### src/rtl/core/antirt_divider.sv
// Restoring divider that produces one quotient bit per cycle.
module antirt_divider #(
    parameter int NUM_W = 64,
    parameter int DEN_W = 32
) (
    input  logic             i_clk,
    input  logic             i_rst_n,
    input  logic             i_start,
    input  logic [NUM_W-1:0] i_num,
    input  logic [DEN_W-1:0] i_den,
    output logic             o_done,
    output logic [NUM_W-1:0] o_quot
);
    localparam int CW = $clog2(NUM_W + 1);

    logic [NUM_W-1:0] r_quot;
    logic [DEN_W:0]   r_rem;
    logic [DEN_W-1:0] r_den;
    logic [CW-1:0]    r_cnt;
    logic             r_busy;
    logic             r_done;
    logic [DEN_W:0]   n_shift;

    assign n_shift = {r_rem[DEN_W-1:0], r_quot[NUM_W-1]};

    always_ff @(posedge i_clk) begin
        if (!i_rst_n) begin
            r_busy <= 1'b0;
            r_done <= 1'b0;
            r_cnt  <= '0;
        end else begin
            r_done <= 1'b0;
            if (i_start) begin
                r_busy <= 1'b1;
                r_cnt  <= CW'(NUM_W);
            end else if (r_busy) begin
                r_cnt <= r_cnt - 1'b1;
                if (r_cnt == CW'(1)) begin
                    r_busy <= 1'b0;
                    r_done <= 1'b1;
                end
            end
        end
    end

    always_ff @(posedge i_clk) begin
        if (i_start) begin
            r_quot <= i_num;
            r_rem  <= '0;
            r_den  <= i_den;
        end else if (r_busy) begin
            if (n_shift >= {1'b0, r_den}) begin
                r_rem  <= n_shift - {1'b0, r_den};
                r_quot <= {r_quot[NUM_W-2:0], 1'b1};
            end else begin
                r_rem  <= n_shift;
                r_quot <= {r_quot[NUM_W-2:0], 1'b0};
            end
        end
    end

    assign o_done = r_done;
    assign o_quot = r_quot;
endmodule

### config.mk
export PLATFORM = sky130hd
export DESIGN_NAME = antirt_divider
export DESIGN_NICKNAME = d
export VERILOG_FILES = /design/src/rtl/core/antirt_divider.sv
export SDC_FILE = /design/constraint.sdc
export NUM_CORES = 1
export LEC_CHECK = 0
export BUFFER_PORTS_ARGS = -buffer_cell sky130_fd_sc_hd__buf_2
export CAP_MARGIN = 25
export CELL_PAD_IN_SITES_DETAIL_PLACEMENT = 1
export CELL_PAD_IN_SITES_GLOBAL_PLACEMENT = 1
export CORE_MARGIN = 5
export CORE_UTILIZATION = 38
export CTS_BUF_LIST = sky130_fd_sc_hd__clkbuf_16
export DETAILED_ROUTE_END_ITERATION = 16
export PLACE_DENSITY_LB_ADDON = 0.12
export SETUP_SLACK_MARGIN = 0.2
export SLEW_MARGIN = 20
export SYNTH_ARGS = -nofsm -noshare
export SYNTH_HDL_FRONTEND = slang
export SYNTH_SLANG_ARGS = --single-unit
export TNS_END_PERCENT = 1
### constraint.sdc
create_clock -name i_clk -period 2.4 [get_ports i_clk]
set_input_delay 0.24 -clock i_clk [delete_from_list [all_inputs] [get_ports i_clk]]
set_output_delay 0.24 -clock i_clk [all_outputs]
set_load 0.05 [all_outputs]
======== Word-level counts from Yosys, hierarchy flattened ========
Index checks and enable logic that the tools add are counted.
Widths: inputs -> output; s select.
operators by class
  eq/ne operators ......................... 1
  muxes and demuxes ....................... 10
  bitwise gates (word level) .............. 2
  order comparisons ....................... 1
  add/subtract/negate cells ............... 2
  reduce and logical (&&, ||, !) cells .... 3
operators by type and width
  cell                 number
  $mux 64              2
  $ge 33x32->1         1
  $mux 32              1
  $sub 32x32->32       1
  $mux 7               2
  $eq 7x1->1 const B   1
  $sub 7x1->7 const B  1
  $mux 1               5
  $reduce_or 3->1      1
  $not 1->1            2
  $reduce_bool 2->1    1
  $reduce_or 2->1      1
word-level totals
  logic and storage cells ................. 26
  output and inout port bits .............. 65
  flip-flop bits (word level) ............. 137
  bits of input ports ..................... 99

======== Depth between registers and ports, before layout ========
  depth in word-level cells ............... 4
  mapped depth ............................ 14
  mapped depth without buffers ............ 12

======== Worst setup path before layout ========
No wires, ideal clock.
  path kind ............................... register to register
  start point ............................. register r_quot[63], in the netlist o_quot[63]
  end point ............................... register r_rem[30]
  library setup time ...................... 0.091 ns
  clock period less this slack ............ 2.966 ns
  cell stages (with the launch flop) ...... 13
  arrival time ............................ 2.875 ns
  path buffers ............................ 0
  slack ................................... -0.566 ns
  required time ........................... 2.309 ns
  cells stage by stage .................... edfxtp_1 > inv_1 > ha_1 > fa_1 > nor2b_1 > o2111ai_1 > nand2_1 > a31o_2 > a211oi_1 > or4_1 > o41ai_1 > o21ai_0 > a311oi_1
on the way
  longest elaborated chain between the ends .. 2
  elaborated cells on any way between the ends .. 3
  those cells by class .................... 1 x add/sub; 1 x order compare; 1 x mux
RTL lines
  what                                                   RTL line  RTL
  from (decl)                                            16        logic [NUM_W-1:0] r_quot;
  from (signal assigned)                                 48        r_quot <= i_num;
  from (signal assigned)                                 54        r_quot <= {r_quot[NUM_W-2:0], 1'b1};
  from (signal assigned)                                 57        r_quot <= {r_quot[NUM_W-2:0], 1'b0};
  $sub 32x32->32 / $ge 33x32->1 (equally long branches)  53, 52
  $mux 32 *                                              52        if (n_shift >= {1'b0, r_den}) begin
  to (signal assigned)                                   53        r_rem <= n_shift - {1'b0, r_den};
  to (signal assigned)                                   56        r_rem <= n_shift;
  to (decl)                                              17        logic [DEN_W:0] r_rem;
Every way passes the cells marked *; elsewhere a longest branch is shown, timed or not.
A chain may end at the register's enable or synchronous reset.

======== Final worst setup path ========
  start point ............................. register r_den[9]
  end point ............................... register r_rem[8]
on the way
  longest elaborated chain between the ends .. 2
RTL lines
  what                    RTL line  RTL
  from (decl)             18        logic [DEN_W-1:0] r_den;
  from (signal assigned)  50        r_den <= i_den;
  $ge 33x32->1            52
  $mux 32                 52
No other way between the ends.

==> results.json <==
{
  "drtIter0Drc": 269,
  "power-per-cell-area_nw_per_um2": 746.7,
  "synth_compound_area_share_pct": 13.81,
  "worstRegToRegCells": 13,
  "r2r_setup_slack_ns": -0.31,
  "finalClockSkew_ns": 0.01248,
  "hold_path_end": "r_den[17]",
  "worstMarginPinSlew_ns": 0.5274,
  "clkLatencyLatePin_ns": 0.43,
  "vias": 6554,
  "final_core_util_pct": 57.53,
  "syn_area_um2": 7337,
  "worst_r2r_endpoint": "r_rem[8]",
  "holdPathStages": 1,
  "area_growth_pct": 47.65,
  "synth_cell_types": 59,
  "yosys_warnings": 0,
  "drcViolationCount": 0,
  "fin_ws_ns": -0.3089,
  "max_slew_margin_pct": 64.52,
  "holdCritPathClass": "in2reg",
  "hp-start": "i_den[17]",
  "syn_nets": 807,
  "ir_worst_vdd_uv": 580.0,
  "grt_util_all_layers_pct": 21.01,
  "finalHoldViolCount": 0,
  "initial_core_util_pct": 38.96,
  "core_area_um2": 18830,
  "crit-reg2reg-launch": "r_den[9]",
  "crit_type": "reg2reg",
  "synth_edf_count": 96,
  "leakagePower_uw": 0.004657,
  "max_freq_ghz": 0.3692,
  "first_global_vias": 7240,
  "postSynthCellCount": 673,
  "post-place-ws_ns": -0.4331,
  "total_power_uw": 8089,
  "rows": 50,
  "status": "complete, but fails checks",
  "synth-simple-area-share_pct": 11.19,
  "fp.dieArea_um2": 22190,
  "drv_slew": 0,
  "cp.arrival_ns": 3.05,
  "cp_max_fo": 8,
  "die_w_um": 149.0,
  "ant_nets": 0,
  "synth_flop_cell": "edfxtp_1",
  "failed_checks": "negative setup slack",
  "rsz0062_at_grt": "yes",
  "dp.cells": 1187,
  "muxShareOfSynthArea_pct": 10.50,
  "grt_antenna_before_repair": 3,
  "fill_cells": 2054,
  "synth_top_family_by_area": "compound AO/OA/AOI/OAI gates",
  "cts_root_buffer": "clkbuf_16",
  "async_flop_share_pct": 0,
  "cts_tree": "yes",
  "numCtsBuffers": 17,
  "start_kind": "register",
  "whs_ns": 0.04453,
  "cts.sinks": 137,
  "h-tree-depth": 4,
  "critPathCaptureType": "register",
  "hpwl_mm": 16.36,
  "nets": 1124,
  "cap_violations": 0,
  "synth_xor_xnor_area_share_pct": 3.820,
  "pin_count": 164,
  "fp.dieH_um": 149.0,
  "cp.required_ns": 2.74,
  "synth_seq_cells": 137,
  "port_buffers": 163,
  "timing.final.crit_share_pct": 112.9,
  "grt_max_degree": 65,
  "grt_pass1_wl_mm": 37.05,
  "drive_gt1_share_pct": 48.16,
  "cts.clk_slew.worst_paths_ns": 0.06,
  "syn_area_per_cell_um2": 10.90,
  "dr.pass1.iters": 4,
  "cts_buffer_depth": 2,
  "synth-adder-area-share_pct": 6.071,
  "setup_viol_count_final": 33,
  "via_per_inst": 5.185,
  "fin_crit_ns": 2.709,
  "routabilityCongestion": 0.9064,
  "instances_no_fill": 1264,
  "wire_per_inst_um": 18.52,
  "globalRouteOverflowTotal": 0,
  "drt_wl_total_mm": 23.41,
  "ys_seq_area_share_pct": 50.48
}
kinds of logic after synthesis:
| group | count (synthesis) |
|---|---|
| xor+xnor | 32 |
| mux | 69 |
| simple gates | 178 |
| fa+ha+maj | 35 |
| buf+inv | 75 |
| flops | 137 |
| compound gates | 147 |
through the flow:
stage,setup TNS [ns],area (µm²)
2_1_floorplan,-8.837,7367
3_3_place_gp,-6.720,9338
3_5_place_dp,-9.702,9338
4_1_cts,-7.259,10720
5_1_grt,-11.62,10830
6_report,-7.420,10830
per-layer routing:
layer / global-route usage (%) / wire length (µm) / vias to the layer above
met5: 0 / 40 / -
met3: 7.657 / 1572 / 53
met1: 23.57 / 9413 / 3195
li1: - / - / 3112
met4: 7.735 / 624 / 4
met2: 36.59 / 11750 / 190
cell usage after synthesis (17+ instances only):
library cell | count | share of area, %
dfxtp_1 | 41 | 11
edfxtp_1 | 96 | 39
nand2_1 | 47 | 2.4
clkbuf_1 | 27 | 1.4
inv_1 | 41 | 2.1
ha_1 | 34 | 5.8
xnor2_1 | 20 | 2.4
a21oi_1 | 47 | 3.2
o21ai_0 | 17 | 1.2
nor2_1 | 67 | 3.4
a211oi_1 | 20 | 2.0
mux2_2 | 64 | 9.8
what timing repair did:
item | in CTS | in global routing
setup endpoints to repair | 33 | 33
gates resized for setup | 74 | 25
endpoints found under the hold margin | 31 | 0
setup buffers | 9 | 2
hold buffers | 31 | 0
pin swaps | 36 | 16
cloned | 2 | 0
how the worst max path moves through the flow:
stage	start	end	slack (ns)
after floorplan	o_quot[63]	r_rem[30]	-0.40
after global placement	r_den[9]	r_rem[24]	-0.33
after detailed placement	r_den[9]	r_rem[20]	-0.43
after CTS	r_den[4]	r_rem[3]	-0.26
after global routing	r_den[9]	r_rem[8]	-0.43
final	r_den[9]	r_rem[8]	-0.31
layout make-up:
cell class	instances	area, µm²	share of cell area [%]
Timing Repair Buffer	332	2265	20.91
Tap cell	260	325.3	3.003
Clock inverter	15	167.7	1.548
Inverter	41	153.9	1.421
Antenna cell	1	2.502	0.02310
Sequential cell	137	3704	34.19
Multi-Input combinational cell	461	3790	34.98
Clock buffer	17	425.4	3.927
placed cells by master (no fill, tap or decap), types with 7 or more instances in the layout:
cell,instances
xnor2_1,20
mux2_2,64
buf_4,129
a211oi_1,12
nor2_1,59
a21oi_2,16
o21ai_1,7
ha_1,22
clkbuf_16,17
dlygate4sd3_1,31
a211oi_2,9
inv_1,37
a21oi_1,30
buf_2,162
nand4_1,7
dfxtp_1,41
nand2_1,45
xor2_1,12
a21o_1,11
edfxtp_1,96
ha_4,11
o21ai_0,10
nand3_1,12
flip-flops by register name, summed over array words and instances, names as in the netlist:
name	flops
o_done	1
o_quot	64
r_busy	1
r_cnt	7
r_den	32
r_rem	32
critical path: stages, from the launching register on:
cell	delay, ns
edfxtp_1	0.37
inv_2	0.05
ha_4	0.28
and4_4	0.22
nand2_2	0.06
a211o_1	0.29
and3_4	0.17
a211o_1	0.28
a21o_4	0.24
buf_6	0.14
buf_16	0.16
nor2_4	0.10
a21oi_2	0.04
a211oi_2	0.21
where the power goes:
group	leakage [µW]	total (µW)	switching, µW	internal [µW]
clock	0.000296	2690	1130	1560
sequential	0.00129	2900	119	2780
combinational	0.00307	2490	1430	1070
Note: power is estimated with default switching activity, not from simulation.
